File: src/rtl/ttb_pkg.sv
// Shared types and helpers for the triangle tangent/binormal block.
// Used by every module of the block; no dependencies.
package ttb_pkg;

   localparam int COORD_W = 32;
   localparam int DIFF_W  = COORD_W + 1;
   localparam int OUT_W   = 16;
   localparam int VAL_W   = 66;
   localparam int QDEPTH  = 2;

   typedef logic signed [DIFF_W-1:0] diff_type;
   typedef logic signed [VAL_W-1:0]  val_type;

   typedef struct packed {
      logic signed [COORD_W-1:0] vertex_x;
      logic signed [COORD_W-1:0] vertex_y;
      logic signed [COORD_W-1:0] vertex_z;
      logic signed [COORD_W-1:0] tex_u;
      logic signed [COORD_W-1:0] tex_v;
   } req_type;

   typedef struct packed {
      logic signed [OUT_W-1:0] tangent_x;
      logic signed [OUT_W-1:0] tangent_y;
      logic signed [OUT_W-1:0] tangent_z;
      logic signed [OUT_W-1:0] binormal_x;
      logic signed [OUT_W-1:0] binormal_y;
      logic signed [OUT_W-1:0] binormal_z;
      logic                    degenerate;
   } rsp_type;

   // edge vectors and UV deltas of one triangle, all exact
   typedef struct packed {
      diff_type [2:0] e1;
      diff_type [2:0] e2;
      diff_type       du1;
      diff_type       dv1;
      diff_type       du2;
      diff_type       dv2;
   } job_type;

   // queue handshake between front and back
   typedef struct packed {
      logic full;
      logic empty;
   } qstat_type;

   function automatic diff_type coord_diff(logic signed [COORD_W-1:0] a,
                                           logic signed [COORD_W-1:0] b);
      coord_diff = {a[COORD_W-1], a} - {b[COORD_W-1], b};
   endfunction

endpackage

File: src/rtl/ttb_queue.sv
// Two-entry job queue between the front end and the arithmetic back end.
// Depends on ttb_pkg.
module ttb_queue
   import ttb_pkg::*;
(
   input  logic      clock,
   input  logic      reset,
   input  logic      push,
   input  job_type   push_data,
   input  logic      pop,
   output job_type   pop_data,
   output qstat_type qstat
);

   localparam int PTR_W = $clog2(QDEPTH);

   job_type            mem_ff [QDEPTH];
   logic [PTR_W-1:0]   wr_ptr_ff;
   logic [PTR_W-1:0]   rd_ptr_ff;
   logic [PTR_W:0]     count_ff;

   assign qstat.full  = (count_ff == (PTR_W+1)'(QDEPTH));
   assign qstat.empty = (count_ff == '0);
   assign pop_data    = mem_ff[rd_ptr_ff];

   always_ff @(posedge clock) begin
      if (push) begin
         mem_ff[wr_ptr_ff] <= push_data;
      end
      if (reset) begin
         wr_ptr_ff <= '0;
         rd_ptr_ff <= '0;
         count_ff  <= '0;
      end else begin
         if (push) begin
            wr_ptr_ff <= (wr_ptr_ff == PTR_W'(QDEPTH-1)) ? '0 : wr_ptr_ff + 1'b1;
         end
         if (pop) begin
            rd_ptr_ff <= (rd_ptr_ff == PTR_W'(QDEPTH-1)) ? '0 : rd_ptr_ff + 1'b1;
         end
         if (push && !pop) begin
            count_ff <= count_ff + 1'b1;
         end else if (pop && !push) begin
            count_ff <= count_ff - 1'b1;
         end
      end
   end

endmodule

File: config.mk
export PLATFORM = sky130hd
export DESIGN_NAME = ttb_queue
export DESIGN_NICKNAME = d
export VERILOG_FILES = /design/src/rtl/ttb_pkg.sv /design/src/rtl/ttb_queue.sv
export SDC_FILE = /design/constraint.sdc
export NUM_CORES = 1
export LEC_CHECK = 0
export BUFFER_PORTS_ARGS = -buffer_cell sky130_fd_sc_hd__buf_2
export CAP_MARGIN = 40
export CORE_UTILIZATION = 30
export DETAILED_ROUTE_END_ITERATION = 8
export HOLD_SLACK_MARGIN = 0.02
export PLACE_DENSITY_LB_ADDON = 0.05
export SLEW_MARGIN = 25
export SYNTH_ARGS = -nofsm -noshare
export SYNTH_HDL_FRONTEND = slang
export SYNTH_SLANG_ARGS = --single-unit
File: constraint.sdc
create_clock -name clock -period 21.2 [get_ports clock]
set_input_delay 3.18 -clock clock [delete_from_list [all_inputs] [get_ports clock]]
set_output_delay 3.18 -clock clock [all_outputs]
set_load 0.02 [all_outputs]
== Word-level counts from Yosys, hierarchy flattened ==
Memories as Yosys holds them, arrays and structs flattened. A register that Yosys moved wholly into a read port is not among the register bits.
Cells that the tools add are included.

* Flip-flop bits (word level): 4
* RAM bits: 660
* ROM bits: 0
* Output and inout port bits: 332
* Input bits: 334
* Memories kept: 1
* Latch bits: 0

{| class="wikitable"
|+ Memories
! memory !! depth !! width !! read ports !! clocked after memory_dff !! write ports !! line !! source
|-
| mem_ff || 2 || 330 || 1 || 1 || 1 || ttb_queue.sv:17 || <nowiki>job_type mem_ff [QDEPTH];</nowiki>
|}

* Magnitude comparators: 0
* $add $sub $neg: 4
* Div/mod/pow operators: 0
* Reduce and logical (&&, ||, !) cells: 6
* Multiplexer cells: 8
* Equality and inequality tests: 1
* Multiply operators: 0
* Shift-type cells: 0
* Bitwise operators: 0

{| class="wikitable"
|+ Operators with widths
! operator !! number
|-
| 1-bit 2-to-1 mux || 6
|-
| 2-bit 2-to-1 mux || 2
|-
| 1-bit adder (second input constant) || 2
|-
| 2-bit by 1-bit adder with 2-bit output (second input constant) || 1
|-
| 2-bit equality test (second input constant) || 1
|-
| 1-bit logical AND || 2
|-
| 1-bit logical NOT || 2
|-
| 2-bit logical NOT || 1
|-
| 2-bit nonzero test || 1
|-
| 2-bit by 1-bit subtractor with 2-bit output (second input constant) || 1
|}

== Longest topological paths before layout ==
* Depth after elaboration: 4
* Gate-level depth with buffers: 5

== Least setup slack after synthesis ==
Ideal clock, no wire load.

* Kind: in2reg
* From: input push
* To: memory mem_ff[0][0] in the netlist's numbering (enable)
* Setup time: 1068 ps
* Stages on the path: 1
* Arrival: 17356 ps
* Setup slack: 2776 ps
* Cells stage by stage: nor2b_1

* Cells in the longest elaborated chain, start to end: 2

{| class="wikitable"
|+ Ends and longest elaborated chain
! element !! line !! source
|-
| start: declaration || ttb_queue.sv:8 || <nowiki>input logic push,</nowiki>
|-
| 1-bit 2-to-1 mux || ttb_queue.sv:27 || <nowiki>if (push) begin</nowiki>
|-
| 1-bit 2-to-1 mux (not written as such) || ttb_queue.sv:28 || <nowiki>mem_ff[wr_ptr_ff] <= push_data;</nowiki>
|-
| end: declaration || ttb_queue.sv:17 ||
|}

Every way passes these cells.

==> metrics <==
Critical R2R Capture mem_ff[0][110]; Yosys cell types 17; Total GRT Usage 15.1%; antenna-violating nets left 0; Seq/Total Area, Yosys 78.0%; Critical Path AT 4.09 ns; power density over the cells 99.6 nW/µm²; pin count of the biggest net entering global routing 163; Mean Syn Cell Area 24.4 µm²; yosys warns 0; die height 294 µm; worst hold-check path type reg2reg; Starting Density 30.4%; Syn Nets 1384; clk_lat worst skew 0.61 ns; Least-Margin Pin Slew 1.08 ns; Clk pin slew, worst setup/hold paths 0.06 ns; CTS Buf Count 77; critical path class reg2out; startpoint types register; CP most frequent cell buf_4; Slew Viols, Final 0; Mapped Area 25600 µm²; relative slew slack 28.3%; GRT overflow 0; H-tree levels 3; vias 12600; First-pass DRT Iterations 4; Worst path slowest cell buf_4; CTS Root Cell clkbuf_16; die footprint 86300 µm²; fin nets 2110; Post CTS Setup Buffer Count 0; worst reg-to-reg setup slack 17.58 ns; setup TNS 0 ns; Max Root-Sink Buffers 3; post-detail-place hpwl 47.3 mm; CP Capture Type output port; top-area cell type share of the netlist area 77.6%; CP Capture Point pop_data[119]; flops & latches, synth 665; CTS resizes 0; outcome finished, final reports clean; top cell type by total area after synthesis edfxtp_1; R2R Path Start wr_ptr_ff; I/O pin total 666; top post-synthesis cells by area edfxtp_1 78%, mux2_4 18%, buf_12 2.6%; area delta synth->final 26.3%; Fin Clk Skew 0.0228 ns; initial antenna violation count 39; maxcap violations 0; RD Place Congestion 0.755; cts hold-fix bufs 0; Vias/cell 4.22; Critical Path Fanout Max 42; final setup violating endpoints 0; Sink Count 665; RSZ-0062 raised after global routing false; WL/cell 22.6 µm; CTS tree built; fmax 0.138 GHz; Final Hold Fails 0; 1st-iter DRT viols 436; IO Port Bufs 665; Post-route DRC 0; chip width 294 µm; Mapped Cells 1049; Req. time, crit path 18.02 ns; FP Rows 106; Leak 12.5 nW; FF-to-FF path depth 6; crit-path cells buf_16 -> buf_4 -> buf_4 -> buf_4 -> mux2_4 -> buf_2; fill count 7859; core area 84000 µm²; first-pass GRT wire length 93.0 mm; share of layout cells above drive strength 1 61.1%; Worst path max stage delay 0.73 ns; vias in the first global route 13400; Routed WL 67.2 mm; utilization after layout 38.4%; minimum clock period 7.27 ns; Max VDD drop 60.3 µV; final hold slack 0.506 ns; Final period util 34.3%
kinds of logic (layout without fill, tap and decap cells):
family                     after synthesis  count (layout)  share of synthesized area [%]
buffers and inverters                   38             818                           2.70
muxes                                  330             330                           18.9
and+or+nand+nor                          9               9                          0.171
AOI/OAI and AO/OA                        2               2                         0.0391
xor gates and xnor gates                 4               4                          0.137
DFF                                    665             665                           78.0
adders and majority gates                1               1                         0.0490
other                                    0              11                              0
cells in the final DEF, fill, tap and decap left out, types with 2 or more instances in the layout:
master,netlist,final
edfxtp_1,660,660
clkbuf_1,0,16
xnor2_1,2,2
diode_2,0,11
buf_12,33,3
clkbuf_16,0,77
mux2_4,300,300
xor2_1,2,2
nor2_1,5,5
buf_16,0,7
buf_4,0,9
clkinv_1,0,17
buf_2,3,665
inv_16,0,2
dfxtp_1,5,4
bufinv_16,0,2
mux2_2,30,30
clkinv_2,0,14
inv_6,0,2
worst min path at each step:
stage	start	endpoint	slack (ns)	depth (start not counted)
2_1_floorplan	count_ff[1]	count_ff[1]	0.46	2
3_3_place_gp	count_ff[1]	count_ff[1]	0.48	2
3_5_place_dp	count_ff[1]	count_ff[1]	0.49	2
4_1_cts	count_ff[1]	count_ff[1]	0.50	2
5_1_grt	count_ff[1]	count_ff[1]	0.53	2
6_report	count_ff[1]	count_ff[1]	0.51	2
Yosys cell counts:
master,n
or3_1,1
buf_2,3
edfxtp_1,660
mux2_2,30
xnor2_1,2
xor2_1,2
a21oi_1,1
and2_1,1
buf_6,1
nor2_1,5
o21ai_0,1
ha_1,1
dfxtp_1,5
buf_12,33
inv_1,1
mux2_4,300
nor2b_1,2
routing by layer:
| layer | track usage [%] | vias to the layer above | share of wire, % |
|---|---|---|---|
| li1 | - | 5674 | - |
| met1 | 15.5 | 6301 | 35 |
| met2 | 27.5 | 421 | 54 |
| met3 | 6.06 | 134 | 8.4 |
| met4 | 5.21 | 34 | 2.7 |
| met5 | 0 | - | 0.30 |
critical path: cells and delay by family (launching register included):
family,cells,cell delay (ns)
buffers and inverters,5,2.50
flip-flops,1,0.44
multiplexers,1,0.35
state kept, by name (all words and copies together) (netlist names), named ones only:
name and count:
count_ff 2, wr_ptr_ff 1, rd_ptr_ff 1, mem_ff 660
layout make-up:
| cell class | instances | area [µm²] | share of cell area [%] |
|---|---|---|---|
| inverters | 1 | 3.75 | 0.0116 |
| well taps | 1134 | 1420 | 4.40 |
| flip-flops and latches | 665 | 19900 | 61.7 |
| multi-input cells | 346 | 4950 | 15.4 |
| clock inverters | 40 | 305 | 0.946 |
| repair buffers | 684 | 3650 | 11.3 |
| clock buffers | 93 | 1990 | 6.16 |
| diodes | 11 | 27.5 | 0.0853 |
report_power, final:
group | leakage (nW) | total (mW) | internal, mW | switching [mW]
sequential | 6.24 | 1.56 | 1.54 | 0.0207
combinational | 5.19 | 0.438 | 0.186 | 0.252
clock | 1.12 | 1.22 | 0.694 | 0.523
stage by stage:
stage	setup slack, ns	cells	instance area [µm²]	power, mW
floorplan	2.78	1049	25600	1.91
global placement	14.16	2823	29800	2.03
detailed placement	14.29	2828	29900	2.03
CTS	13.61	2961	32200	3.28
global route	13.70	2969	32300	3.34
finish	13.93	2974	32300	3.21
Power figures use the tool's default switching activity.
