<file path="src/rtl/ttb_pkg.sv">
// Shared types and helpers for the triangle tangent/binormal block.
// Used by every module of the block; no dependencies.
package ttb_pkg;

   localparam int COORD_W = 32;
   localparam int DIFF_W  = COORD_W + 1;
   localparam int OUT_W   = 16;
   localparam int VAL_W   = 66;
   localparam int QDEPTH  = 2;

   typedef logic signed [DIFF_W-1:0] diff_type;
   typedef logic signed [VAL_W-1:0]  val_type;

   typedef struct packed {
      logic signed [COORD_W-1:0] vertex_x;
      logic signed [COORD_W-1:0] vertex_y;
      logic signed [COORD_W-1:0] vertex_z;
      logic signed [COORD_W-1:0] tex_u;
      logic signed [COORD_W-1:0] tex_v;
   } req_type;

   typedef struct packed {
      logic signed [OUT_W-1:0] tangent_x;
      logic signed [OUT_W-1:0] tangent_y;
      logic signed [OUT_W-1:0] tangent_z;
      logic signed [OUT_W-1:0] binormal_x;
      logic signed [OUT_W-1:0] binormal_y;
      logic signed [OUT_W-1:0] binormal_z;
      logic                    degenerate;
   } rsp_type;

   // edge vectors and UV deltas of one triangle, all exact
   typedef struct packed {
      diff_type [2:0] e1;
      diff_type [2:0] e2;
      diff_type       du1;
      diff_type       dv1;
      diff_type       du2;
      diff_type       dv2;
   } job_type;

   // queue handshake between front and back
   typedef struct packed {
      logic full;
      logic empty;
   } qstat_type;

   function automatic diff_type coord_diff(logic signed [COORD_W-1:0] a,
                                           logic signed [COORD_W-1:0] b);
      coord_diff = {a[COORD_W-1], a} - {b[COORD_W-1], b};
   endfunction

endpackage

</file>
<file path="src/rtl/ttb_front.sv">
// Front end: tracks the vertex slot, holds two vertices, emits a triangle job.
// Depends on ttb_pkg.
module ttb_front
   import ttb_pkg::*;
(
   input  logic      clock,
   input  logic      reset,
   input  logic      req_valid,
   output logic      req_stall,
   input  req_type   req_data,
   input  qstat_type qstat,
   output logic      push,
   output job_type   job
);

   logic [1:0] slot_ff;
   req_type    hold0_ff;
   req_type    hold1_ff;
   logic       accept;

   assign req_stall = qstat.full;
   assign accept    = req_valid && !qstat.full;
   assign push      = accept && (slot_ff == 2'd2);

   assign job.e1[0] = coord_diff(hold1_ff.vertex_x, hold0_ff.vertex_x);
   assign job.e1[1] = coord_diff(hold1_ff.vertex_y, hold0_ff.vertex_y);
   assign job.e1[2] = coord_diff(hold1_ff.vertex_z, hold0_ff.vertex_z);
   assign job.e2[0] = coord_diff(req_data.vertex_x, hold0_ff.vertex_x);
   assign job.e2[1] = coord_diff(req_data.vertex_y, hold0_ff.vertex_y);
   assign job.e2[2] = coord_diff(req_data.vertex_z, hold0_ff.vertex_z);
   assign job.du1   = coord_diff(hold1_ff.tex_u, hold0_ff.tex_u);
   assign job.dv1   = coord_diff(hold1_ff.tex_v, hold0_ff.tex_v);
   assign job.du2   = coord_diff(req_data.tex_u, hold0_ff.tex_u);
   assign job.dv2   = coord_diff(req_data.tex_v, hold0_ff.tex_v);

   always_ff @(posedge clock) begin
      if (reset) begin
         slot_ff <= 2'd0;
      end else if (accept) begin
         unique case (slot_ff)
            2'd1: begin
               hold1_ff <= req_data;
               slot_ff  <= 2'd2;
            end
            2'd2: begin
               slot_ff <= 2'd0;
            end
            default: begin
               hold0_ff <= req_data;
               slot_ff  <= 2'd1;
            end
         endcase
      end
   end

endmodule

</file>
<file path="config.mk">
export PLATFORM = sky130hd
export DESIGN_NAME = ttb_front
export DESIGN_NICKNAME = d
export VERILOG_FILES = /design/src/rtl/ttb_pkg.sv /design/src/rtl/ttb_front.sv
export SDC_FILE = /design/constraint.sdc
export NUM_CORES = 1
export LEC_CHECK = 0
export BUFFER_PORTS_ARGS = -buffer_cell sky130_fd_sc_hd__buf_4
export CAP_MARGIN = 0
export CORE_ASPECT_RATIO = 1.4
export CORE_UTILIZATION = 53
export CTS_BUF_LIST = sky130_fd_sc_hd__clkbuf_8
export CTS_CLUSTER_DIAMETER = 120
export DETAILED_ROUTE_END_ITERATION = 16
export GPL_TIMING_DRIVEN = 0
export HOLD_SLACK_MARGIN = 0.02
export PLACE_DENSITY = 0.8
export SLEW_MARGIN = 10
export SYNTH_ARGS = -nofsm -noshare
export SYNTH_HDL_FRONTEND = slang
export SYNTH_SLANG_ARGS = --single-unit
</file>
<file path="constraint.sdc">
create_clock -name clock -period 5.2 [get_ports clock]
set_clock_uncertainty 0.2 [all_clocks]
set_input_delay 0.52 -clock clock [delete_from_list [all_inputs] [get_ports clock]]
set_output_delay 0.52 -clock clock [all_outputs]
set_load 0.01 [all_outputs]
</file>
Word-level counts from Yosys, hierarchy flattened
Index checks and enable logic that the tools add are counted.
- flip-flop bits (word level): 322
- word-level logic and storage cells: 32
- add/subtract/negate cells: 10
- eq/ne operators: 2
- mux-type cells: 1
- bitwise gates (word level): 2
- reduce and logical (&&, ||, !) cells: 6
- operators by type and width (cell ; number):
    subtractor 32 x 32 -> 33 bit ; 10
    AND reduction 3 bit ; 2
    case mux 2 bit (2 select lines) ; 1
    equality test 2 x 1 -> 1 bit (second input constant) ; 1
    equality test 2 bit (second input constant) ; 1
    logical AND 1 bit ; 2
    inverter 1 bit ; 2
    OR reduction 2 bit ; 1
    zero test 1 bit ; 1

Longest topological paths before layout
Gate-level depths: netlist (run 1).
- word-level depth: 4
- depth in mapped cells: 13
- mapped depth without buffers: 13

Least setup slack after synthesis (run 1)
Ideal clock, no wire load.
- path type: in2reg
- from: input req_valid
- to: register hold0_ff[0] (netlist name), enable pin
- setup time: 0.540 ns
- arrival: 4.613 ns
- data required time: 4.460 ns
- path slack: -0.153 ns
- stages: 2
- path buffers: 0
- cells stage by stage: nor2b_1 > and3b_1
- word-level cells in the longest chain between the ends: 2
- ends and longest elaborated chain (what ; line ; RTL):
    start, declared ; ttb_front.sv:8 ; input logic req_valid,
    logical AND 1 bit ; ttb_front.sv:22 ; assign accept = req_valid && !qstat.full;
    AND reduction 3 bit (no source line) ; -- ;
    end signal, assigned ; ttb_front.sv:49 ; hold0_ff <= req_data;
    end, declared ; ttb_front.sv:17 ; req_type hold0_ff;
Every way passes these cells.
A chain may end at the register's enable or synchronous reset.

==> qor.csv, run 1 <==
stage;metric;value;unit
global_route;antenna_found_initial;4;
setup_path;crit_slowest_cell;a221oi_1;
setup_path;crit_chain;inv_1 -> ha_1 -> nor2b_1 -> o31a_1 -> o311a_1 -> o41ai_2 -> o311a_1 -> o21ai_1 -> a221oi_1 -> o21ai_0 -> xor2_1 -> buf_4;
setup_path;crit_required;4.48;ns
global_route;grt_max_degree;47;
setup_path;r2r-start;slot_ff[0]$_SDFFE_PP0P_;
clock_network;cts_buffers;55;
clock_network;postCtsSetupBuffers;0;
timing;setup_viol;0;
drt;first_iter_violations;1383;
yosys;syn_inst;2654;
timing;final_max_slew_viol_count;0;
global_route;grt-ovfl-total;0;
placed_design;port_buffers;495;
yosys;syn_area;25830;µm²
placed_design;place_area;30510;µm²
drt;num_vias;23564;
drt;drc_errors;0;
setup_path;crit_fanout;3;
floorplan;die_height;263.2;µm
drt;dr.pass1.iters;7;
timing;tightest_slew;0.7707;ns
global_route;track_usage;30.76;%
setup_path;timing_worst_setup_path_type;reg -> out;
pwr;p_per_area;223.8;nW/µm²
global_route;grt_pass1_wl;122800;µm
drt;final_antenna_net_count;0;
placed_design;finalWeightedCongestion;0.9402;
timing;fmax;0.2002;GHz
yosys;ys_seq_area_share;37.35;%
min_path;holdPathEnd;slot_ff[0]$_SDFFE_PP0P_;
yosys;synth_cell_type_count;78;
drt;wl_per_cell;19.39;µm
setup_path;reg2reg_slack;2.45;ns
layout;final_common_cell;buf_4;
floorplan;dieArea;49640;µm²
timing;tns;0;ns
min_path;hp-start;qstat[1];
placed_design;dpl.hpwl;60940;µm
layout;nets;3872;
yosys;synth_seq_cells;322;
layout;drive_gt1_share;18.24;%
clock_network;clk_latency;0.64;ns
drt;routed_via_density;5.817;
floorplan;pin_count;497;
setup_path;crit_top_cell;o311a_1;
layout;nFillCells;3655;
drt;finalWirelength;78540;µm
setup_path;worst_ep_arrival_time;4.28;ns
yosys;ys.flop_type;edfxtp_1;
pwr;ir_worst_vdd;195.8;µV
timing;finalHoldViolCount;0;
layout;post-route-cell-area;33210;µm²
yosys;synth-edff-count;320;
floorplan;rows;95;
yosys;ys_warn_count;0;
clock_network;cts.sinks;322;
yosys;post-synth-top-area-fraction;37.20;%
yosys;post_synth.cell_area_avg;9.734;µm²
setup_path;cp-start-kind;register;
min_path;min_path_type;in -> reg;
pwr;power_leakage;15.07;nW
yosys;yosysTopAreaCell;edfxtp_1;
clock_network;cts.reportedPaths.clkPinSlew;0.06;ns
layout;most-common-layout-cells;496 x buf_4, 322 x ha_1, 320 x edfxtp_1, 267 x inv_1, 249 x a21oi_1;
status;outcome;completed;
setup_path;worstReg2RegEnd;hold0_ff[95]$_DFFE_PP_;
yosys;synthArstFlopShare;0;%
layout;area_growth;28.57;%
timing;min_period_over_period;96.06;%
clock_network;htree_levels;2;
yosys;synth_area_leaders;edfxtp_1 37%, ha_1 16%, xnor2_1 6.3%, a21oi_1 4.9%, a21o_1 4.6%;
floorplan;die_width;188.6;µm
global_route;grt_pass1_vias;24310;
setup_path;endpoint_kind;output pin;
clock_network;clockBufferDepth;3;
yosys;syn-num-nets;3151;
setup_path;cpPeakStageDelay;0.52;ns
setup_path;r2r_cells;6;
run;maxCapViolCount;0;
clock_network;cts_tree;yes;
clock_network;root_buffer;clkbuf_8;
floorplan;start_util;53.80;%
min_path;hold-path-cell-count;4;
timing;rsz0062_at_grt;no;
timing;max_slew_margin;47.97;%
timing;period_minus_slack;4.995;ns
floorplan;core_area;48020;µm²
==> synthesized netlist by cell type, types with 7 or more instances <==
cell type  count
and4_1        13
nand3_1       51
a31o_2         9
nand2b_1      41
xor2_1        83
clkbuf_1      41
o21ai_0      140
xnor2_1      185
o21a_1        52
nor4_1        11
a221o_1        8
a31oi_1       35
a21boi_0       7
nand4_1       35
and3_1        23
a21oi_1      251
inv_1        254
nor2_1       144
ha_1         322
o31ai_1       13
o21bai_1      30
o31a_1        13
o21ai_1       12
or3_1         10
fa_1          10
nor2b_1       46
nor3_1        34
and2_1        10
edfxtp_1     320
nand2_1      141
a211o_1        7
a211oi_1      16
a21o_1       160
a221oi_1       8
o211ai_1      18
==> cell type report <==
cell class / count / area [µm²] / share of cell area [%]
Antenna cell: 5 / 12.51 / 0.03767
Buffer: 42 / 161.4 / 0.4859
Clock buffer: 57 / 784.5 / 2.362
Clock inverter: 41 / 251.5 / 0.7572
Inverter: 254 / 953.4 / 2.870
Multi-Input combinational cell: 2036 / 15120 / 45.52
Sequential cell: 322 / 9649 / 29.05
Tap cell: 630 / 788.3 / 2.373
Timing Repair Buffer: 664 / 5495 / 16.54
==> routing by layer <==
layer	wire length, µm	track usage (%)	vias up	part of all wire, %
met4	4685	18.11	2	6.0
met3	5582	7.839	284	7.1
li1	-	-	11266	-
met2	40000	56.47	911	51
met5	10	0	-	0.013
met1	28270	30.97	11101	36
==> metrics by stage <==
step	std cells	power (W)	utilization, %	setup WS, ns	hold WS, ns
CTS	4046	0.007438	69.06	0.04455	0.05347
finish	4051	0.007432	69.17	0.2047	0.09068
detailed placement	3787	0.005080	63.54	0.1733	0.4082
floorplan	2654	0.004148	-	1.358	0.3754
global route	4049	0.007738	69.16	0.02968	0.1008
global placement	3779	0.005037	63.18	0.2641	0.3894
==> where the power goes <==
part	switching [W]	internal (W)
Clock	0.00109	0.00116
Combinational	0.00121	0.00104
Sequential	0.0000144	0.00292
Total	0.00231	0.00512
==> worst max-delay path, delay by kind of cell, from the launching register on <==
family                     cells  cell delay, ns
buffers and inverters          2            0.30
and+or+nand+nor                1            0.14
xor gates and xnor gates       1            0.21
AOI/OAI and AO/OA              7            2.26
adders and majority gates      1            0.24
DFF                            1            0.47
==> sequential cells by signal, summed over array words and instances (netlist names) <==
name	count
hold0_ff	160
slot_ff	2
hold1_ff	160
==> cells by family after synthesis <==
| group | count (synthesis) | synth area share [%] |
|---|---|---|
| compound gates | 850 | 21.57 |
| xor+xnor | 268 | 9.086 |
| fa+ha+maj | 332 | 16.37 |
| buf+inv | 296 | 4.315 |
| flops | 322 | 37.35 |
| mux | 5 | 0.1937 |
| simple gates | 581 | 11.11 |
==> how the worst max path moves through the flow <==
| stage | from | endpoint | slack [ns] | depth (start not counted) |
|---|---|---|---|---|
| final | hold0_ff[1]$_DFFE_PP_ | job[31] | 0.20 | 12 |
| after global routing | hold0_ff[0]$_DFFE_PP_ | job[30] | 0.03 | 13 |
| after CTS | req_data[128] | job[154] | 0.04 | 16 |
| after detailed placement | req_data[0] | job[30] | 0.17 | 15 |
| after global placement | qstat[1] | hold0_ff[95]$_DFFE_PP_ | 0.26 | 3 |
| after floorplan | req_data[0] | job[30] | 1.36 | 13 |
==> timing repair <==
item                       4_1_cts  5_1_grt
hold buffers                   161        0
resized for setup                2       11
setup endpoints to repair        2       16
hold endpoints to repair       322        0
No activity file was read; power rests on OpenSTA's default activity.
==> run 2: changes to the inputs <==
--- a/config.mk
+++ b/config.mk
@@ -8,6 +8,7 @@
 export BUFFER_PORTS_ARGS = -buffer_cell sky130_fd_sc_hd__buf_4
 export CAP_MARGIN = 0
 export CORE_ASPECT_RATIO = 1.4
+export CORE_MARGIN = 1
 export CORE_UTILIZATION = 53
 export CTS_BUF_LIST = sky130_fd_sc_hd__clkbuf_8
 export CTS_CLUSTER_DIAMETER = 120
@@ -15,6 +16,7 @@
 export GPL_TIMING_DRIVEN = 0
 export HOLD_SLACK_MARGIN = 0.02
 export PLACE_DENSITY = 0.8
+export SETUP_SLACK_MARGIN = 0.5
 export SLEW_MARGIN = 10
 export SYNTH_ARGS = -nofsm -noshare
 export SYNTH_HDL_FRONTEND = slang
==> constraint.sdc (replaced) <==
create_clock -name clock -period 5.2 [get_ports clock]
set_clock_uncertainty 0.2 [all_clocks]
set_input_delay 0.52 -clock clock [delete_from_list [all_inputs] [get_ports clock]]
set_output_delay 0.52 -clock clock [all_outputs]
set_load 0.1 [all_outputs]
==> run 2 against run 1 <==
Effect of this change: sequential power about the same; global-route usage down 0.60 points; non-clock buffer count up 61; register-to-register slack better by 0.32 ns; final cell count up 1.4%; first-iteration DRC count up 13%; final area up 4.4%; sequential share of layout area down 1.2 points; sequential cell count unchanged; hold slack better by 0.033 ns; critical path depth up 10.
==> qor.csv, run 2 (synthesis results as in run 1) <==
stage;metric;value;unit;change
status;outcome;completed;;
drt;num_vias;23833;;+1.1%
placed_design;port_buffers;495;;unchanged
timing;tightest_slew;0.9018;ns;+0.1312 ns
setup_path;endpoint_kind;output pin;;
drt;drc_errors;0;;unchanged
timing;fmax;0.2126;GHz;+6.2%
min_path;hp-start;req_data[33];;
floorplan;die_width;188.6;µm;unchanged
clock_network;root_buffer;clkbuf_8;;
floorplan;pin_count;497;;unchanged
timing;max_slew_margin;39.32;%;-8.6 points
layout;nets;3929;;+1.5%
layout;area_growth;34.17;%;
floorplan;rows;95;;unchanged
drt;routed_via_density;5.800;;-0.29%
layout;final_common_cell;buf_4;;
setup_path;r2r-start;slot_ff[0]$_SDFFE_PP0P_;;
global_route;grt_max_degree;52;;+11%
global_route;grt_pass1_vias;23703;;-2.5%
global_route;grt-ovfl-total;0;;unchanged
pwr;ir_worst_vdd;238.3;µV;+22%
clock_network;cts_tree;yes;;
setup_path;crit_fanout;2;;-1
timing;finalHoldViolCount;0;;unchanged
timing;period_minus_slack;4.704;ns;-0.2910 ns
timing;setup_viol;0;;unchanged
clock_network;cts_buffers;51;;-7.3%
floorplan;dieArea;49640;µm²;unchanged
global_route;antenna_found_initial;13;;+9
floorplan;core_area;48020;µm²;unchanged
min_path;min_path_type;in -> reg;;
floorplan;die_height;263.2;µm;unchanged
drt;finalWirelength;79150;µm;+0.78%
clock_network;htree_levels;2;;unchanged
layout;drive_gt1_share;22.98;%;+4.7 points
setup_path;crit_required;4.48;ns;about the same
drt;dr.pass1.iters;8;;+1
placed_design;finalWeightedCongestion;0.9572;;+1.8%
setup_path;timing_worst_setup_path_type;reg -> out;;
setup_path;crit_start;hold0_ff[128]$_DFFE_PP_;;
global_route;track_usage;30.16;%;-0.60 points
layout;nFillCells;3343;;-8.5%
drt;first_iter_violations;1561;;+13%
clock_network;cts.sinks;322;;unchanged
drt;wl_per_cell;19.26;µm;-0.64%
clock_network;clockBufferDepth;3;;unchanged
setup_path;worst_ep_arrival_time;3.98;ns;-0.30 ns
layout;reg.largest.list;hold0_ff x160, hold1_ff x160, slot_ff x2;;
timing;min_period_over_period;90.47;%;-5.6 points
clock_network;clk_latency;0.59;ns;-0.05 ns
timing;tns;0;ns;unchanged
timing;rsz0062_at_grt;yes;;
global_route;grt_pass1_wl;120500;µm;-1.8%
placed_design;dpl.hpwl;58760;µm;-3.6%
drt;final_antenna_net_count;0;;unchanged
run;maxCapViolCount;0;;unchanged
clock_network;cts.reportedPaths.clkPinSlew;0.07;ns;about the same
pwr;power_leakage;15.63;nW;+3.7%
setup_path;cp-start-kind;register;;
timing;final_max_slew_viol_count;0;;unchanged
layout;postLayoutCoreUtil;72.18;%;+3.0 points
layout;most-common-layout-cells;512 x buf_4, 320 x edfxtp_1, 319 x ha_1, 261 x inv_1, 228 x a21oi_1;;
pwr;p_per_area;276.2;nW/µm²;+23%
pwr;p_total;0.009572;W;+29%
floorplan;start_util;53.80;%;unchanged
run 2: layout make-up:
| cell class | instances | area (µm²) | area share, % |
|---|---|---|---|
| inverter | 254 | 953.4 | 2.751 |
| multi-input combinational | 2036 | 15950 | 46.03 |
| clock inverter | 38 | 231.5 | 0.6678 |
| clock buffer | 51 | 701.9 | 2.025 |
| buffer | 42 | 163.9 | 0.4729 |
| tap | 630 | 788.3 | 2.274 |
| sequential | 322 | 9649 | 27.84 |
| antenna | 11 | 27.53 | 0.07942 |
| timing repair buffer | 725 | 6191 | 17.86 |
run 2: final timing paths:
kind                            slack [ns]                      end  cells past startpoint
worst min-delay path                  0.12   hold0_ff[33]$_DFFE_PP_                      2
worst max-delay path                  0.50                 job[140]                     22
worst max register to register        2.77  hold0_ff[110]$_DFFE_PP_                      5
worst min register to register        0.43  slot_ff[0]$_SDFFE_PP0P_                      4
run 2: metal layers:
layer	wire length, µm	global-route usage, %
met1	29060	33.87
met2	40160	54.21
met3	5348	4.959
met4	4564	15.95
met5	27	0
run 2: per-stage QoR:
stage               worst slack [ns]  std cells  hold slack [ns]  area [µm²]
finish                        0.4957       4109           0.1241       34660
global route                  0.3558       4109           0.1036       34660
CTS                           0.3984       4064           0.1167       33740
detailed placement           0.06541       3785           0.4304       30670
global placement              0.2165       3779           0.3884       30500
floorplan                     0.3345       2654           0.3754       25990
run 2: critical path: stages, from the launching register on:
cell	delay (ns)
edfxtp_1	0.40
ha_4	0.17
fa_2	0.22
nand2b_4	0.14
a21boi_4	0.05
o21ai_2	0.19
a21oi_2	0.10
buf_4	0.14
buf_4	0.12
buf_4	0.13
buf_4	0.13
buf_4	0.13
buf_4	0.13
buf_4	0.12
buf_4	0.12
buf_4	0.12
buf_4	0.12
buf_4	0.12
buf_4	0.12
buf_4	0.12
nor2_2	0.11
xnor2_2	0.15
buf_12	0.21
run 2: report_power, final:
part | internal (W) | switching [W]
combinational | 0.00118 | 0.00338
clock | 0.00102 | 0.00106
sequential | 0.00292 | 0.0000145
total | 0.00511 | 0.00446
run 2: what timing repair did:
action                                 4_1_cts  5_1_grt
pin swaps                                   22       74
gates resized for setup                     71      153
setup endpoints to repair                   61       90
buffers inserted                            29       34
endpoints found under the hold margin      322        0
hold buffers                               161        0
gates cloned                                 0        0
==> run 3: changes to the inputs <==
--- a/config.mk
+++ b/config.mk
@@ -5,11 +5,12 @@
 export SDC_FILE = /design/constraint.sdc
 export NUM_CORES = 1
 export LEC_CHECK = 0
+export ABC_AREA = 1
 export BUFFER_PORTS_ARGS = -buffer_cell sky130_fd_sc_hd__buf_4
 export CAP_MARGIN = 0
 export CORE_ASPECT_RATIO = 1.4
 export CORE_MARGIN = 1
-export CORE_UTILIZATION = 53
+export CORE_UTILIZATION = 55
 export CTS_BUF_LIST = sky130_fd_sc_hd__clkbuf_8
 export CTS_CLUSTER_DIAMETER = 120
 export DETAILED_ROUTE_END_ITERATION = 16
==> run 3 against run 2 <==
Effect of this change: setup slack improved by 0.62 ns; combinational power fell by 2%; final cell count grew 79%; clock power about the same; final area grew 22%; routed wire length is 42% higher; die area rose by 30%; sequential cell count did not move; non-clock buffer count fell by 93; register-to-register slack got worse by 0.11 ns; clock-buffer cell count down 1; total power shrank 0.83%.
==> qor.csv, run 3 <==
stage;metric;value;unit;change
status;outcome;completed;;
placed_design;place_ws;1.830;ns;+1.765 ns
clock_network;cts.reportedPaths.clkPinSlew;0.07;ns;about the same
floorplan;core_area;62290;µm²;+30%
clock_network;clockBufferDepth;3;;unchanged
yosys;syn-num-nets;6260;;+99%
run;maxCapViolCount;0;;unchanged
global_route;grt-ovfl-total;0;;unchanged
timing;tns;0;ns;unchanged
drt;final_antenna_net_count;0;;unchanged
drt;num_vias;36341;;+52%
drt;finalWirelength;112300;µm;+42%
layout;final_common_cell;nand2_1;;
timing;max_slew_margin;40.05;%;+0.72 points
floorplan;rows;108;;+14%
global_route;track_usage;34.30;%;+4.1 points
yosys;yosysMostFrequentCell;nand2_1;;
clock_network;root_buffer;clkbuf_8;;
yosys;post_synth.cell_area_avg;6.054;µm²;-38%
layout;nets;6977;;+78%
yosys;syn_area;34890;µm²;+35%
timing;hold_ws;0.1026;ns;-0.02143 ns
layout;most-common-layout-cells;2493 x nand2_1, 1444 x inv_1, 502 x buf_4, 415 x nor2_1, 322 x ha_1;;
drt;routed_via_density;4.948;;-15%
layout;postLayoutCoreUtil;68.13;%;-4.1 points
global_route;grt_pass1_wl;174500;µm;+45%
pwr;power_leakage;25.98;nW;+66%
setup_path;crit_slowest_cell;fa_1;;
setup_path;crit_start;hold0_ff[0]$_DFFE_PP_;;
pwr;p_total;0.009493;W;-0.83%
placed_design;dpl.hpwl;94070;µm;+60%
layout;ff_latch_area;9649;µm²;unchanged
global_route;grt_pass1_vias;35077;;+48%
pwr;p_per_area;223.7;nW/µm²;-19%
yosys;post-synth-top-area-fraction;27.54;%;-9.7 points
global_route;antenna_found_initial;11;;-2
floorplan;die_width;214.9;µm;+14%
setup_path;r2r-start;slot_ff[0]$_SDFFE_PP0P_;;
clock_network;cts.sinks;322;;unchanged
setup_path;crit_top_cell;nand2_1;;
layout;nFillCells;5753;;+72%
setup_path;cp_num_buf_inv;2;;-12
setup_path;crit_chain;ha_1 -> fa_1 -> inv_1 -> nand2_1 -> nand2_1 -> nand3_1 -> nand2_1 -> nand2_1 -> nand2_2 -> xor2_1 -> buf_4;;
floorplan;dieArea;64460;µm²;+30%
clock_network;cts_tree;yes;;
timing;rsz0062_at_grt;no;;
clock_network;htree_levels;2;;unchanged
placed_design;port_buffers;495;;unchanged
drt;first_iter_violations;2199;;+41%
setup_path;r2r_cells;6;;+1
floorplan;start_util;56.01;%;+2.2 points
timing;final_max_slew_viol_count;0;;unchanged
clock_network;postCtsSetupBuffers;0;;-100%
min_path;min_path_type;in -> reg;;
setup_path;path_delay_family;adder cells;;
yosys;synthArstFlopShare;0;%;unchanged
global_route;grt_max_degree;32;;-38%
setup_path;worst_ep_arrival_time;3.36;ns;-0.62 ns
yosys;synth_seq_cells;322;;unchanged
setup_path;worstReg2RegEnd;hold0_ff[100]$_DFFE_PP_;;
yosys;synth_common_cells;2493 x nand2_1, 1434 x inv_1, 417 x nor2_1, 322 x ha_1, 320 x edfxtp_1;;
yosys;yosysTopAreaCell;edfxtp_1;;
yosys;ys_seq_area_share;27.66;%;-9.7 points
clock_network;cts_buffers;48;;-5.9%
layout;drive_gt1_share;10.04;%;-13 points
timing;setup_viol;0;;unchanged
setup_path;cpPeakStageDelay;0.46;ns;+0.06 ns
setup_path;reg2reg_slack;2.66;ns;-0.11 ns
timing;min_period_over_period;78.49;%;-12 points
floorplan;die_height;300.0;µm;+14%
pwr;ir_worst_vdd;345.3;µV;+45%
layout;reg.largest.list;hold0_ff x160, hold1_ff x160, slot_ff x2;;
setup_path;crit_cells;11;;-50%
layout;area_growth;21.64;%;
yosys;syn_inst;5763;;+120%
setup_path;timing_worst_setup_path_type;reg -> out;;
yosys;synth_cell_type_count;22;;-72%
yosys;ys_warn_count;0;;unchanged
drt;drc_errors;0;;unchanged
timing;period_minus_slack;4.082;ns;-0.6227 ns
setup_path;endpoint_kind;output pin;;
timing;fin_ws;1.118;ns;+0.6227 ns
placed_design;finalWeightedCongestion;1.013;;+5.8%
floorplan;pin_count;497;;unchanged
yosys;synth_area_leaders;edfxtp_1 28%, nand2_1 27%, inv_1 15%, ha_1 12%, nor2_1 4.5%;;
timing;fmax;0.2450;GHz;+15%
drt;dr.pass1.iters;6;;-2
layout;multi_input_area;19820;µm²;+24%
setup_path;cp-start-kind;register;;
timing;finalHoldViolCount;0;;unchanged
yosys;synth-edff-count;320;;unchanged
drt;wl_per_cell;15.29;µm;-21%
timing;tightest_slew;0.8972;ns;-0.004677 ns
setup_path;cp-endpoint;job[78];;
setup_path;crit_required;4.48;ns;about the same
clock_network;clk_latency;0.64;ns;+0.05 ns
setup_path;crit_fanout;3;;+1
yosys;ys.flop_type;edfxtp_1;;
run 3: worst min-delay path by stage:
stage | from | to | slack (ns) | cells after the start
6_report | qstat[1] | slot_ff[1]$_SDFFE_PP0P_ | 0.10 | 4
5_1_grt | qstat[1] | slot_ff[1]$_SDFFE_PP0P_ | 0.11 | 4
4_1_cts | qstat[1] | slot_ff[0]$_SDFFE_PP0P_ | 0.05 | 4
3_5_place_dp | slot_ff[1]$_SDFFE_PP0P_ | slot_ff[1]$_SDFFE_PP0P_ | 0.28 | 2
3_3_place_gp | slot_ff[0]$_SDFFE_PP0P_ | slot_ff[0]$_SDFFE_PP0P_ | 0.27 | 2
2_1_floorplan | slot_ff[1]$_SDFFE_PP0P_ | slot_ff[1]$_SDFFE_PP0P_ | 0.25 | 2
run 3: stage by stage:
step | area, µm² | cells
after floorplan | 34900 | 5763
after global placement | 39650 | 7083
after detailed placement | 39890 | 7094
after CTS | 42420 | 7338
after global routing | 42430 | 7342
final | 42440 | 7344
run 3: worst reg2reg max path: cells and delay by family (launching register included):
family,cells,cell delay [ns]
buffers and inverters,3,0.55
DFF,1,0.37
adders and majority gates,1,0.27
and+or+nand+nor,2,0.81
run 3: metal layers:
metal | wire length [µm] | GRT usage (%)
met2 | 55070 | 62.72
met3 | 6745 | 5.291
met4 | 6792 | 19.06
met1 | 43570 | 37.79
met5 | 81 | 0
run 3: kinds of logic (layout without fill, tap and decap cells):
group	count (synthesis)	in the layout	share of synthesized area [%]
AND/OR/NAND/NOR	3290	3290	37.40
buffers and inverters	1441	2191	15.58
adder cells (fa/ha/maj)	332	332	12.12
flip-flops	322	322	27.66
AO/OA/AOI/OAI	228	228	3.479
XOR/XNOR	150	150	3.766
other	0	6	0
run 3: what timing repair did:
item / 4_1_cts / 5_1_grt
endpoints found under the hold margin: 323 / 0
gates resized for setup: 0 / 0
hold buffers: 161 / 0
run 3: area by class of cell:
type	instances	area share, %
diodes	6	0.03538
repair buffers	667	13.11
flip-flops and latches	322	22.74
inverters	1434	12.68
clock inverters	33	0.5602
well taps	825	2.432
plain buffers	7	0.1238
clock buffers	50	1.622
multi-input cells	4000	46.70
run 3: report_power, final:
group          switching (W)  internal, W  total (W)
clock network        0.00104      0.00105    0.00208
registers          0.0000156      0.00291    0.00293
logic                0.00345      0.00103    0.00448
total                0.00450      0.00499    0.00949
